**config.mk**
```make
export PLATFORM = sky130hd
export DESIGN_NAME = xmodem_crc_packet_receiver
export DESIGN_NICKNAME = d
export VERILOG_FILES = /design/src/xmcrc_pkg.sv /design/src/xmodem_crc_packet_receiver.sv /design/src/xmcrc_frame.sv
export SDC_FILE = /design/constraint.sdc
export NUM_CORES = 1
export LEC_CHECK = 0
export BUFFER_PORTS_ARGS = -buffer_cell sky130_fd_sc_hd__buf_2
export CORE_UTILIZATION = 40
export DETAILED_ROUTE_END_ITERATION = 8
export GPL_TIMING_DRIVEN = 0
export PLACE_DENSITY = 0.69
export SETUP_SLACK_MARGIN = 0.2
export SYNTH_ARGS = -nofsm -noshare
export SYNTH_HDL_FRONTEND = slang
export SYNTH_SLANG_ARGS = --single-unit
```
**constraint.sdc**
```tcl
create_clock -name clk -period 2.4 [get_ports clk]
set_clock_uncertainty 0.1 [all_clocks]
set_input_delay 0.12 -clock clk [delete_from_list [all_inputs] [get_ports clk]]
set_output_delay 0.12 -clock clk [all_outputs]
set_load 0.01 [all_outputs]
```
**src/xmcrc_pkg.sv**
```systemverilog
`timescale 1ns / 1ps

package xmcrc_pkg;

	// Framing bytes and packet geometry.
	localparam logic [7:0] SOH_BYTE = 8'h01;
	localparam logic [7:0] EOT_BYTE = 8'h04;
	localparam int unsigned PACKET_LEN = 133;
	localparam int unsigned PAYLOAD_LEN = 128;
	localparam logic [15:0] CRC_POLY = 16'h1021;

	// Byte positions inside a packet.
	localparam logic [7:0] POS_SOH = 8'd0;
	localparam logic [7:0] POS_BLOCK = 8'd1;
	localparam logic [7:0] POS_COMPL = 8'd2;
	localparam logic [7:0] POS_DATA = 8'd3;
	localparam logic [7:0] POS_CRC_HI = 8'(PAYLOAD_LEN + 3);
	localparam logic [7:0] POS_LAST = 8'(PACKET_LEN - 1);

	// Ring geometry; the ring size must be a power of two.
	localparam int unsigned RING_BYTES = 1024;
	localparam int unsigned RING_AW = $clog2(RING_BYTES);
	localparam int unsigned ADDR_W = 10;

	// Reply codes sent back to the sender.
	localparam logic REPLY_ACK = 1'b0;
	localparam logic REPLY_NACK = 1'b1;

	typedef enum logic [1:0] {
		RES_NONE = 2'd0,
		RES_GOOD = 2'd1,
		RES_DUP  = 2'd2,
		RES_BAD  = 2'd3
	} packet_res_t;

	// One result beat.
	typedef struct packed {
		logic              payload_valid;
		logic [7:0]        payload_byte;
		logic [ADDR_W-1:0] payload_addr;
		logic              reply_valid;
		logic              reply_code;
		packet_res_t       packet_result;
		logic              transfer_done;
	} result_t;

	// CRC-16 update for one byte, MSB first, eight shift steps.
	function automatic logic [15:0] crc_update(input logic [15:0] crc, input logic [7:0] data);
		logic [15:0] c;
		c = crc ^ {data, 8'h00};
		for (int i = 0; i < 8; i++) begin
			if (c[15]) begin
				c = {c[14:0], 1'b0} ^ CRC_POLY;
			end else begin
				c = {c[14:0], 1'b0};
			end
		end
		return c;
	endfunction

endpackage

```
**src/xmodem_crc_packet_receiver.sv**
```systemverilog
`timescale 1ns / 1ps

// XMODEM-CRC packet receiver.
// The input channel (in_valid, in_stall, rx_byte) takes one serial byte per beat.
// The output channel (out_valid, out_stall and the result fields) gives exactly
// one result beat for every input beat, in order. Payload bytes come out as they
// arrive with their ring address; the last byte of a 133-byte packet carries the
// verdict and the ACK/NACK reply; an EOT in place of SOH ends the transfer.
// A byte accepted into the input register passes through the result register
// before its result shows on out_valid.
// Throughput: one byte per cycle while the output is not stalled; the CRC
// update for a byte is combinational logic between the input and result registers.
// When the output is stalled, the result register holds and the input register
// keeps one more byte; in_stall then rises until the result beat is taken.
// Reset (arst_n low) clears the packet counter, block number, ring base, the
// transfer-done flag and both valid flags.

module xmodem_crc_packet_receiver (
	input  logic                          clk,
	input  logic                          arst_n,
	input  logic                          in_valid,
	output logic                          in_stall,
	input  logic [7:0]                    rx_byte,
	output logic                          out_valid,
	input  logic                          out_stall,
	output logic                          payload_valid,
	output logic [7:0]                    payload_byte,
	output logic [xmcrc_pkg::ADDR_W-1:0]  payload_addr,
	output logic                          reply_valid,
	output logic                          reply_code,
	output logic [1:0]                    packet_result,
	output logic                          transfer_done
);

	logic               valid_s1;
	logic [7:0]         byte_s1;
	logic               out_valid_q;
	xmcrc_pkg::result_t out_q;
	xmcrc_pkg::result_t res;
	logic               out_free;
	logic               step;

	// The result register can load when empty or when its beat leaves.
	assign out_free = !out_valid_q || !out_stall;
	assign step = valid_s1 && out_free;
	assign in_stall = valid_s1 && !out_free;

	// Input register.
	always_ff @(posedge clk or negedge arst_n) begin
		if (!arst_n) begin
			valid_s1 <= 1'b0;
		end else if (!in_stall) begin
			valid_s1 <= in_valid;
		end
	end

	always_ff @(posedge clk) begin
		if (in_valid && !in_stall) begin
			byte_s1 <= rx_byte;
		end
	end

	xmcrc_frame u_frame (
		.clk    (clk),
		.arst_n (arst_n),
		.step   (step),
		.data   (byte_s1),
		.res    (res)
	);

	// Result register.
	always_ff @(posedge clk or negedge arst_n) begin
		if (!arst_n) begin
			out_valid_q <= 1'b0;
		end else if (out_free) begin
			out_valid_q <= valid_s1;
		end
	end

	always_ff @(posedge clk) begin
		if (step) begin
			out_q <= res;
		end
	end

	assign out_valid = out_valid_q;
	assign payload_valid = out_q.payload_valid;
	assign payload_byte = out_q.payload_byte;
	assign payload_addr = out_q.payload_addr;
	assign reply_valid = out_q.reply_valid;
	assign reply_code = out_q.reply_code;
	assign packet_result = out_q.packet_result;
	assign transfer_done = out_q.transfer_done;

endmodule

```
**src/xmcrc_frame.sv**
```systemverilog
`timescale 1ns / 1ps

module xmcrc_frame (
	input  logic               clk,
	input  logic               arst_n,
	input  logic               step,
	input  logic [7:0]         data,
	output xmcrc_pkg::result_t res
);

	logic [7:0]                   byte_count_q;
	logic [7:0]                   last_block_q;
	logic                         start_ok_q;
	logic [7:0]                   block_number_q;
	logic [7:0]                   block_compl_q;
	logic [15:0]                  crc_acc_q;
	logic [7:0]                   crc_high_q;
	logic [xmcrc_pkg::RING_AW-1:0] ring_position_q;
	logic                         finished_q;

	logic [7:0]                   byte_count_d;
	logic [7:0]                   last_block_d;
	logic                         start_ok_d;
	logic [7:0]                   block_number_d;
	logic [7:0]                   block_compl_d;
	logic [15:0]                  crc_acc_d;
	logic [7:0]                   crc_high_d;
	logic [xmcrc_pkg::RING_AW-1:0] ring_position_d;
	logic                         finished_d;

	logic [xmcrc_pkg::RING_AW-1:0] ring_addr;
	logic [7:0]                   data_offset;
	logic                         compl_ok;
	logic                         crc_ok;
	logic                         hdr_ok;

	// Payload address and packet checks.
	assign data_offset = byte_count_q - xmcrc_pkg::POS_DATA;
	assign ring_addr = ring_position_q + xmcrc_pkg::RING_AW'(data_offset);
	assign compl_ok = (block_compl_q == ~block_number_q);
	assign crc_ok = (crc_high_q == crc_acc_q[15:8]) && (data == crc_acc_q[7:0]);
	assign hdr_ok = start_ok_q && compl_ok;

	// Next state and the result of the current byte.
	always_comb begin
		byte_count_d = byte_count_q;
		last_block_d = last_block_q;
		start_ok_d = start_ok_q;
		block_number_d = block_number_q;
		block_compl_d = block_compl_q;
		crc_acc_d = crc_acc_q;
		crc_high_d = crc_high_q;
		ring_position_d = ring_position_q;
		finished_d = finished_q;
		res = '0;
		res.packet_result = xmcrc_pkg::RES_NONE;

		if (!finished_q) begin
			if (byte_count_q == xmcrc_pkg::POS_SOH && data == xmcrc_pkg::EOT_BYTE) begin
				finished_d = 1'b1;
				res.reply_valid = 1'b1;
				res.reply_code = xmcrc_pkg::REPLY_ACK;
			end else begin
				if (byte_count_q == xmcrc_pkg::POS_SOH) begin
					start_ok_d = (data == xmcrc_pkg::SOH_BYTE);
					crc_acc_d = '0;
				end else if (byte_count_q == xmcrc_pkg::POS_BLOCK) begin
					block_number_d = data;
				end else if (byte_count_q == xmcrc_pkg::POS_COMPL) begin
					block_compl_d = data;
				end else if (byte_count_q < xmcrc_pkg::POS_CRC_HI) begin
					res.payload_valid = 1'b1;
					res.payload_byte = data;
					res.payload_addr = xmcrc_pkg::ADDR_W'(ring_addr);
					crc_acc_d = xmcrc_pkg::crc_update(crc_acc_q, data);
				end else if (byte_count_q == xmcrc_pkg::POS_CRC_HI) begin
					crc_high_d = data;
				end else begin
					res.reply_valid = 1'b1;
					if (hdr_ok && block_number_q == last_block_q) begin
						res.packet_result = xmcrc_pkg::RES_DUP;
						res.reply_code = xmcrc_pkg::REPLY_ACK;
					end else if (hdr_ok && block_number_q == last_block_q + 8'd1 && crc_ok) begin
						res.packet_result = xmcrc_pkg::RES_GOOD;
						res.reply_code = xmcrc_pkg::REPLY_ACK;
						last_block_d = last_block_q + 8'd1;
						ring_position_d = ring_position_q
							+ xmcrc_pkg::RING_AW'(xmcrc_pkg::PAYLOAD_LEN);
					end else begin
						res.packet_result = xmcrc_pkg::RES_BAD;
						res.reply_code = xmcrc_pkg::REPLY_NACK;
					end
				end

				// The packet counter wraps after the last CRC byte.
				if (byte_count_q == xmcrc_pkg::POS_LAST) begin
					byte_count_d = '0;
				end else begin
					byte_count_d = byte_count_q + 8'd1;
				end
			end
		end
		res.transfer_done = finished_d;
	end

	// Packet state registers.
	always_ff @(posedge clk or negedge arst_n) begin
		if (!arst_n) begin
			byte_count_q <= '0;
			last_block_q <= '0;
			start_ok_q <= 1'b0;
			block_number_q <= '0;
			block_compl_q <= '0;
			crc_acc_q <= '0;
			crc_high_q <= '0;
			ring_position_q <= '0;
			finished_q <= 1'b0;
		end else if (step) begin
			byte_count_q <= byte_count_d;
			last_block_q <= last_block_d;
			start_ok_q <= start_ok_d;
			block_number_q <= block_number_d;
			block_compl_q <= block_compl_d;
			crc_acc_q <= crc_acc_d;
			crc_high_q <= crc_high_d;
			ring_position_q <= ring_position_d;
			finished_q <= finished_d;
		end
	end

	// The packet counter never leaves the packet.
	a_count_range: assert property (@(posedge clk) disable iff (!arst_n)
		byte_count_q <= xmcrc_pkg::POS_LAST)
		else $error("packet byte counter out of range");

	// Once the transfer has ended it stays ended.
	a_finished_sticky: assert property (@(posedge clk) disable iff (!arst_n)
		finished_q |=> finished_q)
		else $error("transfer end flag dropped");

	// A good verdict moves the ring base by one payload.
	a_ring_advance: assert property (@(posedge clk) disable iff (!arst_n)
		step && res.packet_result == xmcrc_pkg::RES_GOOD |=>
		ring_position_q == $past(ring_position_q)
			+ xmcrc_pkg::RING_AW'(xmcrc_pkg::PAYLOAD_LEN))
		else $error("ring base did not advance after a good packet");

	// The counter only changes on a processed byte.
	a_count_hold: assert property (@(posedge clk) disable iff (!arst_n)
		!step |=> $stable(byte_count_q))
		else $error("packet counter moved without a byte");

endmodule
```
# [Word level (Yosys, flattened, before mapping)]
# Index checks and enable logic that the tools add are counted.
[totals] latch_bits=0 out_inout_bits=26 rom_bits=0 ff_bits=102 ram_bits=0 mem_count=0
[op_classes] order_cmp=1 reduce_logical=27 muxes=66 shifts=0 addsub=5 n_mul=0 n_eq_ne=13 n_div=0 bitwise_logic=18
[ops] operator="$mux 16" count=46
[ops] operator="$mux 13" count=8
[ops] operator="$eq 8x8->1" count=5
[ops] operator="$not 3->3" count=8
[ops] operator="$mux 4" count=5
[ops] operator="$mux 19" count=1
[ops] operator="$add 8x1->8 const B" count=2
[ops] operator="$eq 8x1->1 const B" count=2
[ops] operator="$eq 8x8->1 const B" count=2
[ops] operator="$xor 16x16->16" count=1
[ops] operator="$reduce_and 6->1" count=2
[ops] operator="$add 10x8->10" count=1
[ops] operator="$add 10x8->10 const B" count=1
[ops] operator="$reduce_and 10->1" count=1
[ops] operator="$logic_and 1x1->1" count=9
[ops] operator="$eq 8x2->1 const B" count=1
[ops] operator="$eq 8x3->1 const B" count=1
[ops] operator="$logic_not 8->1" count=1
[ops] operator="$lt 8x8->1 const B" count=1
[ops] operator="$mux 8" count=1
[ops] operator="$not 1->1" count=8
[ops] operator="$not 8->8" count=1
[ops] operator="$reduce_and 8->1" count=1
[ops] operator="$reduce_or 8->1" count=1
[ops] operator="14 further kinds" count=20

# [Depth between registers and ports, before layout]
# Gate-level depths: netlist of run 1.
[logic_depth] word_depth=63 ltp_mapped=10 ltp_nobuf=8

# [Cells and area by module]
# A second synthesis of run 1 with hierarchy kept.
[unflattened] cells_unflattened=435 area_unflattened_um2=4797.1
[modules_own_cells] module="xmcrc_frame" instances=1 area_per_inst_um2=3743.6 cells_per_inst=395
[modules_own_cells] module="xmodem_crc_packet_receiver" instances=1 area_per_inst_um2=1053.5 cells_per_inst=40

# [Worst setup path after synthesis of run 1]
# Ideal clock, no wire load.
[synth_timing] path_type="register -> register" startpoint="reg out_valid_q (netlist: out_valid)" endpoint="reg u_frame.block_compl_q[0]" arrival_ps=2141 setup_ps=125 path_stages_with_launch=8 n_path_buf=0 slack_ps=34 required_ps=2175 synth_period_minus_slack_ps=2366 path_cell_list="dfrtp_1 > nand2_1 > nand2_1 > inv_1 > nand2b_1 > nor4_1 > nand3b_1 > mux2_2"
[synth_via] elab_chain_len=4
[synth_lines] item="start: declaration" line="xmodem_crc_packet_receiver.sv:37" rtl="logic out_valid_q;"
[synth_lines] item="start signal: assignment" line="xmodem_crc_packet_receiver.sv:76" rtl="out_valid_q <= valid_s1;"
[synth_lines] item="$logic_not 1->1" line="xmodem_crc_packet_receiver.sv:44" rtl="assign out_free = !out_valid_q || !out_stall;"
[synth_lines] item="$logic_or 1x1->1" line="xmodem_crc_packet_receiver.sv:44"
[synth_lines] item="$logic_and 1x1->1" line="xmodem_crc_packet_receiver.sv:45" rtl="assign step = valid_s1 && out_free;"
[synth_lines] item="net step" line="xmodem_crc_packet_receiver.sv:41" rtl="logic step;"
[synth_lines] item="$reduce_and 6->1 (no source line)"
[synth_lines] item="end signal: assignment" line="xmcrc_frame.sv:123" rtl="block_compl_q <= block_compl_d;"
[synth_lines] item="end: declaration" line="xmcrc_frame.sv:15" rtl="logic [7:0] block_compl_q;"
# The timed path passes the listed nets, and every way through them passes these cells.
# A chain may end at the register's enable or synchronous reset.

# [Worst setup path after layout of run 1]
[layout_timing] startpoint="reg u_frame.last_block_q[5]" endpoint="reg u_frame.last_block_q[1]"
[layout_via] elab_chain_len=5 word_cells_on_any_way=8 classes_between="add/sub: 1; eq/ne: 2; bitwise: 1; reduce/logical: 4"
[layout_lines] item="start: declaration" line="xmcrc_frame.sv:12" rtl="logic [7:0] last_block_q;"
[layout_lines] item="start signal: assignment" line="xmcrc_frame.sv:120" rtl="last_block_q <= last_block_d;"
[layout_lines] item="$add 8x1->8" line="xmcrc_frame.sv:83" rtl="end else if (hdr_ok && block_number_q == last_block_q + 8'd1 && crc_ok) begin"
[layout_lines] item="$eq 8x8->1" line="xmcrc_frame.sv:83"
[layout_lines] item="$logic_and 1x1->1 (2 in series)" line="xmcrc_frame.sv:83"
[layout_lines] item="$reduce_and 10->1 (no source line) *"
# Mark *: on every way between the ends. The rest lies on a longest branch, timed or not.

==> results.toml, run 1 <==
[die]
chipHeight_um = 112.1
start_util = 0.4174
core-area_mm2 = 0.01161
die_x_um = 112.1
io_pins = 38
num_rows = 39
die-area_mm2 = 0.01256

[grt]
grt_max_degree = 64
grt_use_total = 0.1860
overflow = 0
grt_pass1_vias = 3503
grt_pass1_wl_mm = 18.06
antenna_found_initial = 0

[sta]
hold_ws_ns = 0.3182
finalHoldViolCount = 0
tns_ns = 0
rsz0062_at_grt = "yes"
max_freq_ghz = 0.4504
timing.final.ws_setup_ns = 0.1796
relSlewSlack = 0.4528
drv_slew = 0
final.min_clock_period_ns = 2.220
fin_crit_sh = 0.9252
setup_viol = 0
worst_slew_pin_slew_ns = 0.8209

[synth]
synth_edf_count = 32
ys_ff_latch = 95
yosys_most_used_dff = "dfrtp_1"
yosys.cell_types.count = 55
synthArstFlopShare = 0.6632
syn-num-nets = 430
netlist_area_mm2 = 0.004847
synth_warnings = 0
postSynthCellCount = 410
syn_avg_cell_area_um2 = 11.82
ys_seq_area_frac = 0.5235

[clock_tree]
h-tree-depth = 3
cts_sinks = 95
cts_tree = "yes"
cts_root_buf = "clkbuf_16"
clk_pin_slew_worst_paths_ns = 0.07
insertion_delay_ns = 0.34
cts-buffers-inserted = 9
cts_buffer_depth = 2

[final_layout]
regArea_mm2 = 0.002549
drive_gt1_frac = 0.3846
layout_common_cells = "54 x dfrtp_1, 39 x buf_2, 39 x xor2_1, 33 x xnor2_1, 32 x edfxtp_1"
final_common_cell = "dfrtp_1"
multiInputGateArea_mm2 = 0.002545
utilization = 0.5410
diodes = 0
fillers = 983
final-instance-count-excl-fill = 650
syn2layout_area_growth_pct = 29.63
finalNetCount = 522

[route]
drt-initial-drc-count = 186
dr_wl_met3_um = 525
top_layer_used = "met4"
via_count = 3516
drt_pre_antenna_iters = 6
met2_length_mm = 5.612
drc = 6
antenna_left = 0
routed_wl_mm = 11.36
avgRoutedWirePerCell_um = 17.47
vias_per_cell = 5.409
wl_met1_mm = 5.084

[setup_path]
cp_num_cells = 7
worstPathMaxFanout = 8
critPathArrivalTime_ns = 2.35
path_buf_inv = 1
slowest_stage = "dfrtp_2"
startpoint_type = "flip-flop"
crit_path_end_kind = "flip-flop"
worst_path_largest_cell_delay_ns = 0.45
crit_family = "simple AND/OR/NAND/NOR gates"
critPathKind = "reg -> reg"
rr_worst_depth = 7
cp_cell_sequence = "or2_1 > a2111oi_4 > nand3_1 > and3_2 > buf_6 > nand4_4 > mux2_4"
required_ns = 2.53

[placement]
dp.cells = 590
io_buffers = 37
place_ws_ns = -0.3107
dp_hpwl_mm = 7.110
gp_congestion = 0.8614

[run_status]
status = "complete, but fails checks"
failed_checks = "design-rule violations"

[pwr]
ir_drop_uv = 444.3
p_leak_nw = 2.738
powerDensity_mw_per_mm2 = 887.7

[flow_run]
maxCapViolations = 0

[min_path]
worstHoldPathType = "in -> async"
==> stage by stage <==
| step | power (mW) | instance area, um^2 |
|---|---|---|
| after floorplan | 3.373 | 4855 |
| after global placement | 3.702 | 5219 |
| after detailed placement | 3.769 | 5221 |
| after CTS | 5.329 | 5931 |
| after global routing | 5.859 | 6284 |
| final | 5.578 | 6284 |
==> routing by layer <==
layer / global-route usage / up-vias
met3: 0.03510 / 12
met1: 0.2478 / 1764
met2: 0.3023 / 89
met5: 0 / -
met4: 0.07200 / 0
li1: - / 1651
==> sequential cells by signal (all words and copies together), names as in the netlist <==
register / cells
u_frame.crc_acc_q: 16
payload_addr: 10
byte_s1: 8
payload_byte: 8
u_frame.block_compl_q: 8
u_frame.block_number_q: 8
u_frame.byte_count_q: 8
u_frame.crc_high_q: 8
u_frame.last_block_q: 8
u_frame.ring_position_q: 3
packet_result: 2
out_valid: 1
payload_valid: 1
reply_code: 1
reply_valid: 1
transfer_done: 1
u_frame.finished_q: 1
u_frame.start_ok_q: 1
valid_s1: 1
==> power by group <==
group          internal [mW]  leakage [nW]  switching [mW]
Combinational          0.886          1.47           0.974
Sequential              1.99          1.13           0.285
Clock                  0.831         0.138           0.611
Total                   3.71          2.74            1.87
==> synthesized netlist by cell type, drive strengths merged (8+ instances only) <==
master,number,area share
nor3,8,0.014
nand2,29,0.022
and2,14,0.018
o21ai,8,0.0083
nor2,20,0.015
ha,8,0.021
nand4,13,0.020
edfxtp,32,0.20
clkbuf,9,0.0070
a22o,10,0.018
nand3,14,0.014
mux2,26,0.062
xnor2,34,0.061
dfrtp,63,0.33
xor2,42,0.076
nor4,9,0.015
==> final timing paths <==
path,startpoint,endpoint,slack [ns]
worst max-delay path,u_frame.last_block_q[5],u_frame.last_block_q[1],0.18
worst min-delay path,arst_n,out_valid,0.32
worst max register to register,u_frame.last_block_q[5],u_frame.last_block_q[1],0.18
worst min register to register,u_frame.ring_position_q[9],u_frame.ring_position_q[9],0.40
max in group asynchronous,arst_n,u_frame.byte_count_q[6],1.30
min in group clk,rx_byte[7],byte_s1[7],0.39
==> worst reg2reg max path: stages (launching register included) <==
cell and delay [ns]:
dfrtp_2 0.45, or2_1 0.30, a2111oi_4 0.33, nand3_1 0.14
and3_2 0.24, buf_6 0.14, nand4_4 0.10, mux2_4 0.31
==> cell families after synthesis <==
| kind of cell | count (synthesis) | share of synthesized area |
|---|---|---|
| buffers and inverters | 22 | 0.02065 |
| xor gates and xnor gates | 76 | 0.1373 |
| AOI/OAI and AO/OA | 42 | 0.06557 |
| adders and majority gates | 8 | 0.02065 |
| DFF | 95 | 0.5235 |
| and+or+nand+nor | 141 | 0.1704 |
| muxes | 26 | 0.06195 |
==> layout make-up <==
cell class,count,area share
Buffer,16,0.01951
Clock buffer,12,0.03923
Sequential cell,95,0.4056
Clock inverter,4,0.007168
Inverter,6,0.005775
Timing Repair Buffer,80,0.08841
Timing Repair inverter,1,0.0007965
Tap cell,143,0.02847
Multi-Input combinational cell,293,0.4050
==> what timing repair did <==
item                                    in CTS  in global routing
pin swaps                                    9                 40
setup buffers                               20                  9
hold buffers                                12                  0
resized for setup                           39                 69
hold endpoints to repair                    73                  0
gates cloned                                 2                  1
endpoints found under the setup margin      73                 65
Note: power is estimated with default switching activity, not from simulation.
==> run 2: changes to the inputs <==
--- a/config.mk
+++ b/config.mk
@@ -6,6 +6,7 @@
 export NUM_CORES = 1
 export LEC_CHECK = 0
 export BUFFER_PORTS_ARGS = -buffer_cell sky130_fd_sc_hd__buf_2
+export CORE_MARGIN = 2
 export CORE_UTILIZATION = 40
 export DETAILED_ROUTE_END_ITERATION = 8
 export GPL_TIMING_DRIVEN = 0
==> results.toml, run 2 (synthesized netlist as in run 1, its figures left out) <==
[sta]
relSlewSlack = 0.4533
drv_slew = 0
worst_slew_pin_slew_ns = 0.8200
tns_ns = 0
setup_viol = 0
final.min_clock_period_ns = 2.278
max_freq_ghz = 0.4390
rsz0062_at_grt = "yes"
fin_crit_sh = 0.9492
finalHoldViolCount = 0

[clock_tree]
h-tree-depth = 3
insertion_delay_ns = 0.35
clk_pin_slew_worst_paths_ns = 0.07
cts_sinks = 95
cts-buffers-inserted = 9
cts_buffer_depth = 2
cts_tree = "yes"
cts_root_buf = "clkbuf_16"

[final_layout]
finalNetCount = 519
syn2layout_area_growth_pct = 28.27
layout_common_cells = "57 x dfrtp_1, 41 x buf_2, 37 x xor2_1, 32 x edfxtp_1, 31 x xnor2_1"
final_area_mm2 = 0.006217
drive_gt1_frac = 0.3631
top_register = "u_frame.crc_acc_q"
final_common_cell = "dfrtp_1"
diodes = 0
final-instance-count-excl-fill = 651
utilization = 0.5220
largest_reg_flops = 16

[die]
core-area_mm2 = 0.01191
num_rows = 40
io_pins = 38
die_x_um = 114.1
chipHeight_um = 114.1
die-area_mm2 = 0.01301
start_util = 0.4069

[flow_run]
maxCapViolations = 0

[pwr]
combPwrFrac = 0.326
powerDensity_mw_per_mm2 = 882.2
ir_drop_uv = 404.8
p_seq_frac = 0.415
switchingPower_mw = 1.866
p_total_mw = 5.485
internal_power_mw = 3.619
switching_share = 0.3402
p_clk_frac = 0.259
p_leak_nw = 2.704

[route]
routed_wl_mm = 11.37
drt-initial-drc-count = 247
via_count = 3488
avgRoutedWirePerCell_um = 17.46
antenna_left = 0
drt_pre_antenna_iters = 4
drc = 0
vias_per_cell = 5.358

[setup_path]
rr_worst_depth = 6
required_ns = 2.53
critPathKind = "reg -> reg"
regToRegSetupSlack_ns = 0.12
startpoint = "u_frame.last_block_q[0]"
critPathArrivalTime_ns = 2.41
startpoint_type = "flip-flop"
r2r-end = "u_frame.ring_position_q[9]"
crit_path_end = "u_frame.ring_position_q[9]"
reg2reg_from = "u_frame.last_block_q[0]"
crit_path_end_kind = "flip-flop"
worstPathMaxFanout = 7

[grt]
grt_max_degree = 64
grt_pass1_wl_mm = 18.15
antenna_found_initial = 0
grt_use_total = 0.1815
grt_pass1_vias = 3542
overflow = 0

[placement]
dp.cells = 594
io_buffers = 37
gp_congestion = 0.9349
place_area_mm2 = 0.005226
dp_hpwl_mm = 7.285

[min_path]
worstHoldPathType = "in -> async"

[run_status]
status = "completed"
==> run 2: changes by cell type in the layout (fill, tap and decap cells not counted), sizes merged <==
cell | previous run | this run
clkbuf | 19 | 14
clkinv | 2 | 4
clkinvlp | 3 | 2
inv | 5 | 6
==> run 2: repair_timing <==
action,4_1_cts,5_1_grt
cloned,1,0
pin swaps,15,25
hold endpoints to repair,73,0
buffers inserted,23,5
hold buffers,12,0
setup endpoints to repair,74,68
gates resized for setup,50,45
==> run 2: worst min path at each step <==
stage	from	endpoint	slack, ns	cells past startpoint
2_1_floorplan	arst_n	out_valid	-0.28	0
3_3_place_gp	rx_byte[5]	byte_s1[5]	0.20	1
3_5_place_dp	arst_n	u_frame.byte_count_q[0]	0.17	1
4_1_cts	arst_n	u_frame.byte_count_q[0]	0.37	2
5_1_grt	rx_byte[5]	byte_s1[5]	0.38	2
6_report	arst_n	u_frame.byte_count_q[0]	0.32	2
==> run 2: final cells by class <==
type | instances | area (um^2)
fillers | 1015 | 5694
flip-flops and latches | 95 | 2545
multi-input cells | 293 | 2507
repair buffers | 77 | 536.8
clock buffers | 10 | 229.0
well taps | 147 | 183.9
plain buffers | 16 | 121.4
clock inverters | 6 | 60.06
inverters | 6 | 28.78
repair inverters | 1 | 5.005
==> run 2: per-stage QoR <==
step / hold WS, ns / worst slack (ns)
finish: 0.3208 / 0.1220
global placement: 0.2010 / -0.2360
floorplan: -0.2756 / 0.2012
CTS: 0.3705 / 0.1897
detailed placement: 0.1748 / -0.3305
global route: 0.3753 / 0.04546
==> run 2: critical path, cell delays in order, from the launching register on <==
cell      delay (ns)
dfrtp_2         0.40
buf_4           0.15
nand3_1         0.15
or4_4           0.60
a211oi_4        0.40
nand4_1         0.19
xnor2_1         0.16
==> run 2: power by group through the flow <==
| stage | Sequential, mW | Combinational (mW) | Clock (mW) |
|---|---|---|---|
| 2_1_floorplan | 2.25 | 1.12 | 0 |
| 3_3_place_gp | 2.27 | 1.43 | 0 |
| 3_5_place_dp | 2.29 | 1.48 | 0 |
| 4_1_cts | 2.26 | 1.65 | 1.44 |
| 5_1_grt | 2.31 | 1.95 | 1.50 |
| 6_report | 2.28 | 1.79 | 1.42 |
==> run 2: layer usage <==
layer  vias up  share of wire  track usage
li1       1629              -            -
met1      1748           0.43       0.2338
met2        93           0.51       0.3083
met3        18          0.042      0.03706
met4         0          0.020      0.05772
met5         -              0            0
